[src/design/frame_slot_mailbox_manager_macros.svh]
// Assertion helpers used by the top design file.
`ifndef FRAME_SLOT_MAILBOX_MANAGER_MACROS_SVH
`define FRAME_SLOT_MAILBOX_MANAGER_MACROS_SVH

// Same-cycle implication, off while reset is asserted.
`define FSMM_ASSERT_IMP(lbl, ck, rn, ante, cons, msg) \
    lbl: assert property (@(posedge ck) disable iff (!rn) (ante) |-> (cons)) \
        else $error(msg);

// Next-cycle implication, off while reset is asserted.
`define FSMM_ASSERT_NXT(lbl, ck, rn, ante, cons, msg) \
    lbl: assert property (@(posedge ck) disable iff (!rn) (ante) |=> (cons)) \
        else $error(msg);

`endif

[src/design/fsmm_pkg.sv]
`timescale 1ns / 1ps

package fsmm_pkg;

    localparam int ACT_W   = 3;
    localparam int IDX_IN_W = 3;
    localparam int FRAME_W = 64;
    localparam int STAT_W  = 2;
    localparam int SLOT_W  = 2;
    localparam int CNT_W   = 3;

    localparam logic [ACT_W-1:0] ACT_ACQUIRE  = 3'd0;
    localparam logic [ACT_W-1:0] ACT_PUBLISH  = 3'd1;
    localparam logic [ACT_W-1:0] ACT_COMPLETE = 3'd2;
    localparam logic [ACT_W-1:0] ACT_QUERY    = 3'd3;
    localparam logic [ACT_W-1:0] ACT_PRESENT  = 3'd4;

    localparam logic [STAT_W-1:0] STAT_OK   = 2'd0;
    localparam logic [STAT_W-1:0] STAT_NONE = 2'd1;
    localparam logic [STAT_W-1:0] STAT_BAD  = 2'd2;

    localparam logic [CNT_W-1:0] ACTIVE_RESET = 3'd3;

    typedef enum logic [1:0] {
        PH_FREE     = 2'd0,
        PH_INFLIGHT = 2'd1,
        PH_PENDING  = 2'd2,
        PH_READY    = 2'd3
    } phase_t;

    typedef enum logic [2:0] {
        S_IDLE,
        S_PRE,
        S_LATCH,
        S_SCAN,
        S_DRAIN,
        S_FINISH
    } fsmm_state_t;

endpackage

[src/design/fsmm_frame_ram.sv]
`timescale 1ns / 1ps

module fsmm_frame_ram #(
    parameter int DEPTH = 4,
    localparam int ADDR_W = $clog2(DEPTH)
) (
    input  logic                        clk,
    input  logic                        we,
    input  logic [ADDR_W-1:0]           waddr,
    input  logic [fsmm_pkg::FRAME_W-1:0] wdata,
    input  logic [ADDR_W-1:0]           raddr,
    output logic [fsmm_pkg::FRAME_W-1:0] rdata
);
    import fsmm_pkg::*;

    logic [FRAME_W-1:0] mem [DEPTH];
    logic [FRAME_W-1:0] rdata_reg;

    always_ff @(posedge clk)
    begin
        if (we)
        begin
            mem[waddr] <= wdata;
        end
        rdata_reg <= mem[raddr];
    end

    assign rdata = rdata_reg;

endmodule

[src/design/frame_slot_mailbox_manager.sv]
// Channel   | Handshake             | Payload
// ----------+-----------------------+-------------------------------------------
// request   | in_valid / in_stall   | action, slot_index, frame_number, already_done
// response  | out_valid / out_stall | status, slot_out, frame_out
// config    | cfg_we                | cfg_wdata (active_slots)
//
// Publish, complete, bad-slot and unknown actions go straight from idle to finish.
// Acquire and query scan the n active slots, n = active slot count; one slot per cycle through
// the frame RAM read port and a single 64-bit comparator. Present reads the presented
// slot's frame first, then scans the same way.
// Reset clears all slots to free, finished bits to zero and active_slots to 3.
// A held response (out_stall) blocks the next response, not the work before it.
`timescale 1ns / 1ps
`include "frame_slot_mailbox_manager_macros.svh"

module frame_slot_mailbox_manager #(
    parameter int MAX_SLOTS = 4
) (
    input  logic                          clk,
    input  logic                          rst_n,
    input  logic                          cfg_we,
    input  logic [fsmm_pkg::CNT_W-1:0]    cfg_wdata,
    input  logic                          in_valid,
    output logic                          in_stall,
    input  logic [fsmm_pkg::ACT_W-1:0]    action,
    input  logic [fsmm_pkg::IDX_IN_W-1:0] slot_index,
    input  logic [fsmm_pkg::FRAME_W-1:0]  frame_number,
    input  logic                          already_done,
    output logic                          out_valid,
    input  logic                          out_stall,
    output logic [fsmm_pkg::STAT_W-1:0]   status,
    output logic [fsmm_pkg::SLOT_W-1:0]   slot_out,
    output logic [fsmm_pkg::FRAME_W-1:0]  frame_out
);
    import fsmm_pkg::*;

    localparam int IDX_W = $clog2(MAX_SLOTS);

    fsmm_state_t state_reg, state_next;

    logic [CNT_W-1:0]   active_reg;
    phase_t             phase_reg [MAX_SLOTS];
    logic [MAX_SLOTS-1:0] fin_reg;

    logic [ACT_W-1:0]   op_reg;
    logic [IDX_W-1:0]   tgt_reg;
    logic [IDX_W-1:0]   scan_idx_reg;
    logic [IDX_W-1:0]   eval_idx_reg;
    logic               eval_vld_reg;
    logic               found_reg;
    logic [STAT_W-1:0]  res_status_reg;
    logic [IDX_W-1:0]   res_slot_reg;
    logic [FRAME_W-1:0] key_reg;

    logic               out_valid_reg;
    logic [STAT_W-1:0]  status_reg;
    logic [SLOT_W-1:0]  slot_out_reg;
    logic [FRAME_W-1:0] frame_out_reg;

    logic [CNT_W-1:0]   used_n;
    logic               accept;
    logic               in_bad;
    logic [IDX_W-1:0]   in_slot;
    logic               scan_last;
    logic               out_free;
    logic [IDX_W-1:0]   rd_addr;
    logic [FRAME_W-1:0] rd_data;
    logic               ram_we;
    phase_t             eval_phase;
    logic               eval_fin;
    logic               key_lt;
    logic               promote;
    logic               take;
    logic               drop;
    logic               acq_hit;

    // Counts above the built slot count fall back to it.
    assign used_n    = (32'(active_reg) > MAX_SLOTS) ? CNT_W'(MAX_SLOTS) : active_reg;
    assign accept    = in_valid && !in_stall;
    assign in_bad    = (slot_index >= used_n);
    assign in_slot   = IDX_W'(slot_index);
    assign scan_last = ((32'(scan_idx_reg) + 32'd1) == 32'(used_n));
    assign out_free  = !out_valid_reg || !out_stall;

    assign rd_addr = (state_reg == S_PRE) ? tgt_reg : scan_idx_reg;
    assign ram_we  = accept && (action == ACT_PUBLISH) && !in_bad;

    fsmm_frame_ram #(
        .DEPTH (MAX_SLOTS)
    ) u_frame_ram (
        .clk   (clk),
        .we    (ram_we),
        .waddr (in_slot),
        .wdata (frame_number),
        .raddr (rd_addr),
        .rdata (rd_data)
    );

    // Shared comparator: query picks strictly higher, present drops not-above.
    assign eval_phase = phase_reg[eval_idx_reg];
    assign eval_fin   = fin_reg[eval_idx_reg];
    assign key_lt     = (rd_data > key_reg);
    assign promote    = (eval_phase == PH_PENDING) && eval_fin;
    assign take       = ((eval_phase == PH_READY) || promote) && (!found_reg || key_lt);
    assign drop       = (eval_phase == PH_READY) && !key_lt;
    assign acq_hit    = !found_reg && (eval_phase == PH_FREE);

    always_ff @(posedge clk or negedge rst_n)
    begin
        if (!rst_n)
        begin
            state_reg <= S_IDLE;
        end
        else
        begin
            state_reg <= state_next;
        end
    end

    always_comb
    begin
        state_next = state_reg;
        in_stall   = (state_reg != S_IDLE);
        unique case (state_reg)
            S_IDLE:
            begin
                if (accept)
                begin
                    unique case (action) inside
                        ACT_ACQUIRE, ACT_QUERY:
                            state_next = (used_n == '0) ? S_FINISH : S_SCAN;
                        ACT_PRESENT:
                            state_next = in_bad ? S_FINISH : S_PRE;
                        default:
                            state_next = S_FINISH;
                    endcase
                end
            end
            S_PRE:    state_next = S_LATCH;
            S_LATCH:  state_next = S_SCAN;
            S_SCAN:
            begin
                if (scan_last)
                begin
                    state_next = S_DRAIN;
                end
            end
            S_DRAIN:  state_next = S_FINISH;
            S_FINISH:
            begin
                if (out_free)
                begin
                    state_next = S_IDLE;
                end
            end
            default:  state_next = S_IDLE;
        endcase
    end

    // Slot status, config and response valid.
    always_ff @(posedge clk or negedge rst_n)
    begin
        if (!rst_n)
        begin
            active_reg    <= ACTIVE_RESET;
            fin_reg       <= '0;
            eval_vld_reg  <= 1'b0;
            found_reg     <= 1'b0;
            out_valid_reg <= 1'b0;
            for (int i = 0; i < MAX_SLOTS; i++)
            begin
                phase_reg[i] <= PH_FREE;
            end
        end
        else
        begin
            if (cfg_we)
            begin
                active_reg <= cfg_wdata;
            end
            eval_vld_reg <= (state_reg == S_SCAN);
            if (accept)
            begin
                found_reg <= 1'b0;
                if (!in_bad && (action == ACT_PUBLISH))
                begin
                    phase_reg[in_slot] <= PH_PENDING;
                    fin_reg[in_slot]   <= already_done;
                end
                if (!in_bad && (action == ACT_COMPLETE))
                begin
                    fin_reg[in_slot] <= 1'b1;
                end
            end
            if (eval_vld_reg)
            begin
                case (op_reg)
                    ACT_ACQUIRE:
                    begin
                        if (acq_hit)
                        begin
                            phase_reg[eval_idx_reg] <= PH_INFLIGHT;
                            found_reg               <= 1'b1;
                        end
                    end
                    ACT_QUERY:
                    begin
                        if (promote)
                        begin
                            phase_reg[eval_idx_reg] <= PH_READY;
                        end
                        if (take)
                        begin
                            found_reg <= 1'b1;
                        end
                    end
                    ACT_PRESENT:
                    begin
                        // Free the presented slot whatever its phase.
                        if (drop || (eval_idx_reg == tgt_reg))
                        begin
                            phase_reg[eval_idx_reg] <= PH_FREE;
                        end
                    end
                    default:
                    begin
                    end
                endcase
            end
            if ((state_reg == S_FINISH) && out_free)
            begin
                out_valid_reg <= 1'b1;
            end
            else if (!out_stall)
            begin
                out_valid_reg <= 1'b0;
            end
        end
    end

    // Transaction payload and scan bookkeeping.
    always_ff @(posedge clk)
    begin
        if (accept)
        begin
            op_reg       <= action;
            tgt_reg      <= in_slot;
            scan_idx_reg <= '0;
            key_reg      <= '0;
            res_slot_reg <= '0;
            unique case (action) inside
                ACT_ACQUIRE, ACT_QUERY:
                    res_status_reg <= STAT_NONE;
                ACT_PUBLISH, ACT_COMPLETE, ACT_PRESENT:
                    res_status_reg <= in_bad ? STAT_BAD : STAT_OK;
                default:
                    res_status_reg <= STAT_OK;
            endcase
        end
        if (state_reg == S_SCAN)
        begin
            scan_idx_reg <= IDX_W'(scan_idx_reg + 1'b1);
        end
        eval_idx_reg <= scan_idx_reg;
        if (state_reg == S_LATCH)
        begin
            key_reg <= rd_data;
        end
        if (eval_vld_reg)
        begin
            if ((op_reg == ACT_ACQUIRE) && acq_hit)
            begin
                res_slot_reg   <= eval_idx_reg;
                res_status_reg <= STAT_OK;
            end
            if ((op_reg == ACT_QUERY) && take)
            begin
                res_slot_reg   <= eval_idx_reg;
                key_reg        <= rd_data;
                res_status_reg <= STAT_OK;
            end
        end
        if ((state_reg == S_FINISH) && out_free)
        begin
            status_reg    <= res_status_reg;
            slot_out_reg  <= SLOT_W'(res_slot_reg);
            frame_out_reg <= (op_reg == ACT_QUERY) ? key_reg : '0;
        end
    end

    assign out_valid = out_valid_reg;
    assign status    = status_reg;
    assign slot_out  = slot_out_reg;
    assign frame_out = frame_out_reg;

    `FSMM_ASSERT_NXT(a_busy_after_accept, clk, rst_n, accept, in_stall, "accepted transaction did not hold off input")
    `FSMM_ASSERT_NXT(a_finish_loads, clk, rst_n, ((state_reg == S_FINISH) && out_free), out_valid_reg, "finished transaction not loaded into response")
    `FSMM_ASSERT_IMP(a_eval_in_scan, clk, rst_n, eval_vld_reg, ((state_reg == S_SCAN) || (state_reg == S_DRAIN)), "slot evaluation outside scan")
    `FSMM_ASSERT_IMP(a_bad_no_data, clk, rst_n, (out_valid_reg && (status_reg == STAT_BAD)), ((slot_out_reg == '0) && (frame_out_reg == '0)), "bad slot response carries data")

endmodule

[config.mk]
export PLATFORM = sky130hd
export DESIGN_NAME = frame_slot_mailbox_manager
export DESIGN_NICKNAME = d
export VERILOG_FILES = /design/src/design/fsmm_pkg.sv /design/src/design/fsmm_frame_ram.sv /design/src/design/frame_slot_mailbox_manager.sv
export VERILOG_INCLUDE_DIRS = /design/src /design/src/design
export SDC_FILE = /design/constraint.sdc
export NUM_CORES = 1
export LEC_CHECK = 0
export BUFFER_PORTS_ARGS = -buffer_cell sky130_fd_sc_hd__clkbuf_2
export CORE_UTILIZATION = 45
export DETAILED_ROUTE_END_ITERATION = 10
export HOLD_SLACK_MARGIN = 0.08
export MAX_ROUTING_LAYER = met4
export PLACE_DENSITY_LB_ADDON = 0.08
export SYNTH_ARGS = -nofsm -noshare
export SYNTH_HDL_FRONTEND = slang
export SYNTH_HIERARCHICAL = 1
export SYNTH_SLANG_ARGS = --single-unit
[constraint.sdc]
create_clock -name clk -period 10.6 [get_ports clk]
set_input_delay 2.65 -clock clk [delete_from_list [all_inputs] [get_ports clk]]
set_output_delay 2.65 -clock clk [all_outputs]
set_load 0.02 [all_outputs]
==> results.json, run 1 <==
{
  "maxCapViolCount": 0,
  "clk_latency_ns": 0.58,
  "finalSetupTns_ns": 0,
  "post_drt_wl_per_cell_um": 19.1,
  "mappedNetlistArea_mm2": 0.0187,
  "drt_iter0_drc": 573,
  "gp_congestion": 0.802,
  "fin_cells": 1917,
  "critPathMaxStageDelay_ns": 0.85,
  "cts-htree-levels": 2,
  "fill_cells": 3409,
  "status": "completed",
  "rsz0062_at_grt": "no",
  "synth_edf_count": 331,
  "grt_pass1_vias": 9832,
  "drv_slew": 0,
  "overflow": 0,
  "fin_util": 0.528,
  "postSynthCellCount": 1173,
  "crit_chain": "clkbuf_2, inv_1, ha_1, nand2b_1, a21o_1, a21o_1, or4_1, inv_1, nor3b_2, buf_4",
  "synth.distinct_cells": 60,
  "clockBufferDepth": 3,
  "routed-via-count": 9754,
  "pre_cts_slack_ns": 3.83,
  "postCtsSetupBuffers": 0,
  "synth_seq_cells": 486,
  "dpl.hpwl_um": 22100,
  "fin_crit_ns": 6.16,
  "hold_viol_final": 0,
  "holdBufCountCts": 0,
  "ys_warn_count": 6,
  "viasPerCell": 5.09,
  "layout-drive-gt1-share": 0.227,
  "max_slew_margin": 0.258,
  "core_area_mm2": 0.0409,
  "yosys-top-cells-area": "edfxtp_1 (53%), dfxtp_1 (14%), mux4_2 (7.6%), ha_1 (4.6%), mux2_1 (3.7%)",
  "period_share": 0.581,
  "critPathKind": "in2reg",
  "wirelength_um": 36700,
  "skew_ns": 0.0174,
  "worst_ep_required_time_ns": 10.79,
  "clock_sinks": 486,
  "max_flop_register": "u_frame_ram/mem",
  "cts_buffers": 51,
  "worstSetupEndpointType": "flop",
  "setup_ws_ns": 4.44,
  "portBuffers": 148,
  "grt_start_max_net_pins": 69,
  "cts-root-buf": "clkbuf_16",
  "worst_slew_pin_slew_ns": 1.11,
  "finalSetupViolations": 0,
  "grt_pass1_wl_um": 56700,
  "row_count": 74,
  "drc_errors": 0,
  "antenna_found_initial": 1,
  "p_leak_nw": 8.11,
  "ys_top_cells_by_count": "edfxtp_1 (331), nor2_1 (150), dfxtp_1 (134)",
  "nNetsFinal": 1489,
  "regArea_mm2": 0.0132,
  "async_flop_share": 0.0432,
  "multi_input_area_mm2": 0.00501,
  "clock.fmax_mhz": 162,
  "powerDensity_mw_per_mm2": 273,
  "top_level_ports": 149,
  "yosys_most_used_dff": "edfxtp_1",
  "die_w_um": 206,
  "cp.arrival_ns": 6.35,
  "final_antenna_net_count": 0,
  "min-delay-path-class": "reg2reg",
  "firstDrtPassIters": 4,
  "syn_nets": 1320,
  "dieHeight_um": 206,
  "worstPathMaxFanout": 54,
  "cts_resized": 0,
  "ys_seq_area_frac": 0.704,
  "yosys.area.top_type_share": 0.532,
  "path_clk_slew_ns": 0.06,
  "die_area_mm2": 0.0423,
  "worstSetupStartpointType": "primary input",
  "peakVddDrop_mv": 0.208,
  "crit_slowest_cell": "nor3b_2",
  "cts_tree": "done",
  "avgSynthCellArea_um2": 15.9,
  "dp_cells": 1821,
  "synth_largest_area_cell": "edfxtp_1",
  "grt_use_total": 0.185,
  "yosys.cell_count.top_type": "edfxtp_1",
  "largest_register_ffs": 256,
  "start_util": 0.457,
  "areaGrowthSynthToFinish_pct": 15.5
}
==> critical path, delay by kind of cell <==
kind,cells,cell delay (ns)
adder cells (fa/ha/maj),1,0.31
AND/OR/NAND/NOR,3,1.54
AO/OA/AOI/OAI,2,0.38
buffers and inverters,4,1.42
==> layout make-up <==
class | count | share of cell area
multi-input combinational | 571 | 0.232
clock buffer | 70 | 0.0657
inverter | 75 | 0.0130
timing repair buffer | 157 | 0.0374
antenna | 1 | 0.000116
tap | 532 | 0.0308
sequential | 486 | 0.609
clock inverter | 25 | 0.0118
==> per-stage QoR <==
step           power [mW]  hold slack, ns  instance area (um2)
2_1_floorplan        3.82           0.370                18700
3_3_place_gp         4.19           0.415                19900
3_5_place_dp         4.20           0.419                19900
4_1_cts              5.99           0.432                21600
5_1_grt              6.27           0.435                21600
6_report             5.90           0.430                21600
==> path summary, 6_finish.rpt <==
path                                 start                endpoint  slack (ns)  cells after the start
hold reg to reg            res_slot_reg[0]             slot_out[0]        0.43                      0
max in group asynchronous            rst_n            state_reg[0]        8.13                      1
setup / recovery             slot_index[0]  u_frame_ram/mem[0][12]        4.44                     10
min in group asynchronous            rst_n            phase_reg[5]        2.08                      1
hold / removal             res_slot_reg[0]             slot_out[0]        0.43                      0
setup reg to reg             active_reg[0]  u_frame_ram/mem[0][12]        6.22                      9
==> placed cells by master, fill, tap and decap left out, types with 4 or more instances in the layout <==
| master | count |
|---|---|
| dfxtp_1 | 134 |
| nand3_1 | 7 |
| clkbuf_8 | 7 |
| bufinv_16 | 5 |
| o31ai_1 | 5 |
| clkinv_2 | 8 |
| mux2_1 | 62 |
| mux4_1 | 4 |
| clkbuf_2 | 148 |
| nor2b_1 | 4 |
| nand4_1 | 10 |
| o21ai_0 | 22 |
| nand2_1 | 46 |
| ha_1 | 68 |
| dfrtp_1 | 19 |
| clkinv_1 | 8 |
| nand2b_1 | 8 |
| clkbuf_1 | 12 |
| mux4_2 | 63 |
| nor2_1 | 150 |
| a21oi_1 | 37 |
| a21o_1 | 6 |
| clkbuf_16 | 51 |
| nor4_1 | 6 |
| nor3_1 | 7 |
| inv_1 | 73 |
| buf_4 | 9 |
| edfxtp_1 | 331 |
| a31oi_1 | 9 |
==> per-layer routing <==
| metal | part of all wire | global-route usage |
|---|---|---|
| met1 | 0.45 | 0.239 |
| met2 | 0.49 | 0.301 |
| met3 | 0.038 | 0.0296 |
| met4 | 0.022 | 0.0583 |
| met5 | 0 | - |
==> logic make-up after synthesis <==
kind of cell | after synthesis | share of synthesized area
buf+inv | 116 | 0.0307
fa+ha+maj | 68 | 0.0455
compound gates | 102 | 0.0333
xor+xnor | 4 | 0.00188
mux | 137 | 0.124
simple gates | 260 | 0.0614
flops | 486 | 0.704
==> report_power, final <==
group,internal (mW),switching [mW]
logic,0.695,0.868
registers,2.40,0.168
clock network,1.06,0.713
total,4.15,1.75
Power figures use the tool's default switching activity.
==> run 2, diff against run 1 <==
clock period = 5.8 ns   (was 10.6 ns; I/O delays follow)
==> run 2 against run 1 <==
Compared with the run above: sequential power up 83%; clock power increased by 81%; sequential share of layout area is 0.46 points lower; worst hold slack worse by 0.0038 ns; register-to-register slack worse by 4.8 ns; largest cell class unchanged; design area up 0.77%; critical path depth is 1 higher; largest power group unchanged.
==> results.json, run 2 (same netlist as run 1, synthesis figures left out) <==
{
  "final_cell_mix": "edfxtp_1 (331), nor2_1 (150), clkbuf_2 (148)",
  "cts_tree": "done",
  "die_w_um": 206,
  "cp.arrival_ns": 4.79,
  "regToRegSetupSlack_ns": 1.47,
  "cts_resized": 0,
  "gp_congestion": 0.822,
  "drv_slew": 0,
  "dieHeight_um": 206,
  "p_seq_frac": 0.434,
  "crit-reg2reg-capture": "key_reg[29]",
  "worst_slew_pin_slew_ns": 1.10,
  "final_common_cell": "edfxtp_1",
  "postCtsSetupBuffers": 0,
  "final_antenna_net_count": 0,
  "rsz0062_at_grt": "no",
  "post_drt_wl_per_cell_um": 19.3,
  "routed-via-count": 9814,
  "worstReg2RegStart": "key_reg[63]",
  "largest_register_ffs": 256,
  "antenna_found_initial": 0,
  "finalSetupTns_ns": 0,
  "path_clk_slew_ns": 0.06,
  "crit_chain": "inv_1, ha_1, nand4_1, nor4_1, nand4_1, nor2_1, a21o_1, a31oi_1, a21oi_4, buf_4, mux2_1",
  "crit_slowest_cell": "nor4_1",
  "regArea_mm2": 0.0132,
  "dpl.hpwl_um": 23600,
  "wirelength_um": 37200,
  "clock_sinks": 486,
  "viasPerCell": 5.10,
  "grt_pass1_vias": 10000,
  "worstSetupStartpointType": "flop",
  "nNetsFinal": 1499,
  "hold_depth": 0,
  "powerDensity_mw_per_mm2": 496,
  "cts_buffers": 51,
  "multi_input_area_mm2": 0.00500,
  "min-delay-path-class": "reg2reg",
  "grt_use_total": 0.189,
  "overflow": 0,
  "p_leak_nw": 8.18,
  "portBuffers": 148,
  "max_slew_margin": 0.261,
  "start_util": 0.457,
  "grt_pass1_wl_um": 58000,
  "layout-drive-gt1-share": 0.232,
  "comb_power_share": 0.269,
  "clkPwrFrac": 0.297,
  "swShare": 0.296,
  "core_area_mm2": 0.0409,
  "finalSetupViolations": 0,
  "critPathKind": "reg2reg",
  "status": "completed",
  "fin_util": 0.532,
  "grt_start_max_net_pins": 65,
  "hold_viol_final": 0,
  "skew_ns": 0.0165,
  "maxCapViolCount": 0,
  "areaGrowthSynthToFinish_pct": 16.4,
  "critPathMaxStageDelay_ns": 0.97,
  "place_area_mm2": 0.0201,
  "ff2ff_path_depth": 11,
  "hold_end": "status[0]",
  "holdBufCountCts": 0,
  "hp-start": "res_status_reg[0]",
  "fill_cells": 3428,
  "die_area_mm2": 0.0423,
  "row_count": 74,
  "worstPathMaxFanout": 19,
  "cts-htree-levels": 2,
  "cp_common_cell": "nand4_1",
  "power.switching_mw": 3.19,
  "period_share": 0.747,
  "final_cell_area_mm2": 0.0218,
  "power_mw": 10.8,
  "fin_crit_ns": 4.33,
  "clock.fmax_mhz": 231,
  "clockBufferDepth": 3,
  "peakVddDrop_mv": 0.212,
  "firstDrtPassIters": 5,
  "clk_latency_ns": 0.58,
  "cts-root-buf": "clkbuf_16",
  "worst_ep_required_time_ns": 6.25,
  "drc_errors": 0,
  "max_flop_register": "u_frame_ram/mem",
  "drt_iter0_drc": 548,
  "worstSetupEndpointType": "flop",
  "p_int_mw": 7.59,
  "top_level_ports": 149
}
[run 2: cell type report]
class / count / share of cell area
diodes: 1 / 0.000115
inverters: 75 / 0.0130
multi-input cells: 571 / 0.230
clock buffers: 80 / 0.0698
repair buffers: 167 / 0.0452
clock inverters: 14 / 0.00679
well taps: 532 / 0.0306
flip-flops and latches: 486 / 0.605
[run 2: through the flow]
| stage | instances | worst slack [ns] | hold WS, ns |
|---|---|---|---|
| 6_report | 1926 | 1.47 | 0.426 |
| 5_1_grt | 1925 | 1.27 | 0.432 |
| 4_1_cts | 1925 | 1.44 | 0.431 |
| 3_5_place_dp | 1831 | 1.06 | 0.420 |
| 3_3_place_gp | 1831 | 1.05 | 0.412 |
| 2_1_floorplan | 1173 | 0.512 | 0.370 |
[run 2: layer usage]
layer | vias to the layer above | routed length, um | GRT usage
met5 | - | 0 | -
met4 | 0 | 690 | 0.0567
met3 | 52 | 1180 | 0.0303
met2 | 153 | 18400 | 0.306
met1 | 4880 | 17000 | 0.246
li1 | 4729 | - | -
[run 2: power groups by stage]
stage,Clock [mW],Sequential (mW),Combinational [mW]
after global routing,3.42,4.74,3.31
after detailed placement,0,4.75,2.95
after floorplan,0,4.76,2.23
after global placement,0,4.74,2.92
after CTS,3.29,4.68,2.97
final,3.20,4.68,2.90
[run 2: how the worst max path moves through the flow]
stage                        endpoint     startpoint  slack (ns)  cells past startpoint
3_5_place_dp   u_frame_ram/mem[0][55]  slot_index[0]        1.06                     10
4_1_cts                   key_reg[29]    key_reg[63]        1.44                     11
6_report                  key_reg[29]    key_reg[63]        1.47                     11
2_1_floorplan            frame_out[0]      out_stall        0.51                      1
3_3_place_gp   u_frame_ram/mem[0][55]  slot_index[0]        1.05                     10
5_1_grt                   key_reg[29]    key_reg[61]        1.27                     11
[run 2: worst max-delay path, delay by kind of cell (launching register included)]
kind	cells	cell delay, ns
adder cells (fa/ha/maj)	1	0.31
multiplexers	1	0.36
AO/OA/AOI/OAI	3	0.90
AND/OR/NAND/NOR	4	1.84
buffers and inverters	2	0.47
flip-flops	1	0.30
==> run 3, diff against run 2 <==
clock period = 3.8 ns   (was 5.8 ns; I/O delays follow)
==> run 3 against run 2 <==
Compared with the run above: worst hold slack got worse by 0.049 ns; global-route usage decreased by 0.35 points; cell count is 0.42% higher; count of clock-buffer cells in the layout fell by 18; core utilization grew 0.91 points; largest cell class unchanged; largest power group unchanged.
==> results.json, run 3 (same netlist as run 1, synthesis figures left out) <==
{
  "pre_cts_slack_ns": 0.291,
  "cp.arrival_ns": 3.79,
  "final_cell_mix": "edfxtp_1 (331), nor2_1 (150), clkbuf_2 (148)",
  "setup_ws_ns": 0.470,
  "cts-root-buf": "clkbuf_16",
  "max_flop_register": "u_frame_ram/mem",
  "grt_start_max_net_pins": 65,
  "skew_ns": 0.0147,
  "clock.fmax_mhz": 300,
  "final_antenna_net_count": 0,
  "start_util": 0.457,
  "core_area_mm2": 0.0409,
  "worst_ep_required_time_ns": 4.26,
  "status": "completed",
  "drt_iter0_drc": 449,
  "hold_viol_final": 0,
  "drc_errors": 0,
  "areaGrowthSynthToFinish_pct": 18.4,
  "path_clk_slew_ns": 0.06,
  "dieHeight_um": 206,
  "die_area_mm2": 0.0423,
  "cts_buffers": 50,
  "crit_chain": "inv_1, ha_1, nand4_1, nor4_1, buf_4, nand4_1, a31oi_1, nor4b_2, a31oi_1, a21oi_4, buf_12, mux2_1",
  "postCtsSetupBuffers": 0,
  "critPathMaxStageDelay_ns": 0.41,
  "firstDrtPassIters": 4,
  "period_share": 0.876,
  "final_common_cell": "edfxtp_1",
  "peakVddDrop_mv": 0.456,
  "post_drt_wl_per_cell_um": 19.1,
  "finalSetupViolations": 0,
  "grt_pass1_wl_um": 57000,
  "place_area_mm2": 0.0203,
  "cpLargestDelayFamily": "simple AND/OR/NAND/NOR gates",
  "fin_crit_ns": 3.33,
  "fill_cells": 3342,
  "powerDensity_mw_per_mm2": 767,
  "clk_latency_ns": 0.58,
  "p_leak_nw": 8.34,
  "routed-via-count": 9840,
  "layout-drive-gt1-share": 0.247,
  "clockBufferDepth": 3,
  "cts_resized": 0,
  "top_level_ports": 149,
  "final_cell_area_mm2": 0.0221,
  "holdBufCountCts": 0,
  "clock_sinks": 486,
  "crit_buf_inv": 3,
  "row_count": 74,
  "cts_tree": "done",
  "worstSetupEndpointType": "flop",
  "drv_slew": 0,
  "critPathKind": "reg2reg",
  "grt_use_total": 0.185,
  "die_w_um": 206,
  "antenna_found_initial": 1,
  "nNetsFinal": 1507,
  "largest_register_ffs": 256,
  "wirelength_um": 36900,
  "worstSetupStartpointType": "flop",
  "min-delay-path-class": "in2async",
  "worst_slew_pin_slew_ns": 0.952,
  "worstPathMaxFanout": 64,
  "rsz0062_at_grt": "no",
  "grt_pass1_vias": 9952,
  "max_slew_margin": 0.365,
  "dpl.hpwl_um": 23800,
  "cts-htree-levels": 2,
  "gp_congestion": 0.840,
  "viasPerCell": 5.09,
  "crit_slowest_cell": "nor4_1",
  "portBuffers": 148,
  "overflow": 0,
  "maxCapViolCount": 0
}
run 3: worst paths after layout:
check	from	cells after the start	end	slack, ns
worst min-delay path	rst_n	1	fin_reg[0]	0.38
worst max register to register	key_reg[63]	12	key_reg[25]	0.47
min in group clk	res_status_reg[1]	0	status[1]	0.44
worst min register to register	res_status_reg[1]	0	status[1]	0.44
max in group asynchronous	rst_n	1	eval_vld_reg	3.02
worst max-delay path	key_reg[63]	12	key_reg[25]	0.47
run 3: worst reg2reg max path: stages, from the launching register on:
cell and delay [ns]:
dfxtp_1 0.30, inv_1 0.06, ha_1 0.31, nand4_1 0.20, nor4_1 0.41, buf_4 0.21, nand4_1 0.21, a31oi_1 0.33
nor4b_2 0.10, a31oi_1 0.37, a21oi_4 0.06, buf_12 0.25, mux2_1 0.41
run 3: where the power goes:
| group | leakage, nW | switching (mW) | internal (mW) |
|---|---|---|---|
| clock network | 0.897 | 2.01 | 3.37 |
| logic | 3.06 | 2.43 | 2.01 |
| registers | 4.38 | 0.480 | 6.68 |
run 3: area by class of cell:
cell class | instances | area (um2) | share of cell area
Clock buffer | 62 | 1370 | 0.0619
Multi-Input combinational cell | 571 | 5040 | 0.228
Tap cell | 532 | 666 | 0.0301
Sequential cell | 486 | 13200 | 0.594
Antenna cell | 1 | 2.50 | 0.000113
Clock inverter | 31 | 463 | 0.0209
Inverter | 75 | 300 | 0.0136
Timing Repair Buffer | 176 | 1140 | 0.0515
run 3: stage by stage:
step	instances	power (mW)	TNS [ns]	utilization	hold WS, ns
detailed placement	1840	11.8	0	0.496	0.421
CTS	1933	17.2	0	0.541	0.361
finish	1934	17.0	0	0.541	0.377
global route	1934	18.0	0	0.541	0.400
global placement	1840	11.7	0	0.496	0.418
floorplan	1173	10.7	-36.61	-	0.370
run 3: routing by layer:
layer | global-route usage | wire length (um) | part of all wire
met1 | 0.238 | 16500 | 0.45
met2 | 0.301 | 18000 | 0.49
met3 | 0.0276 | 1320 | 0.036
met4 | 0.0628 | 995 | 0.027
met5 | - | 0 | 0
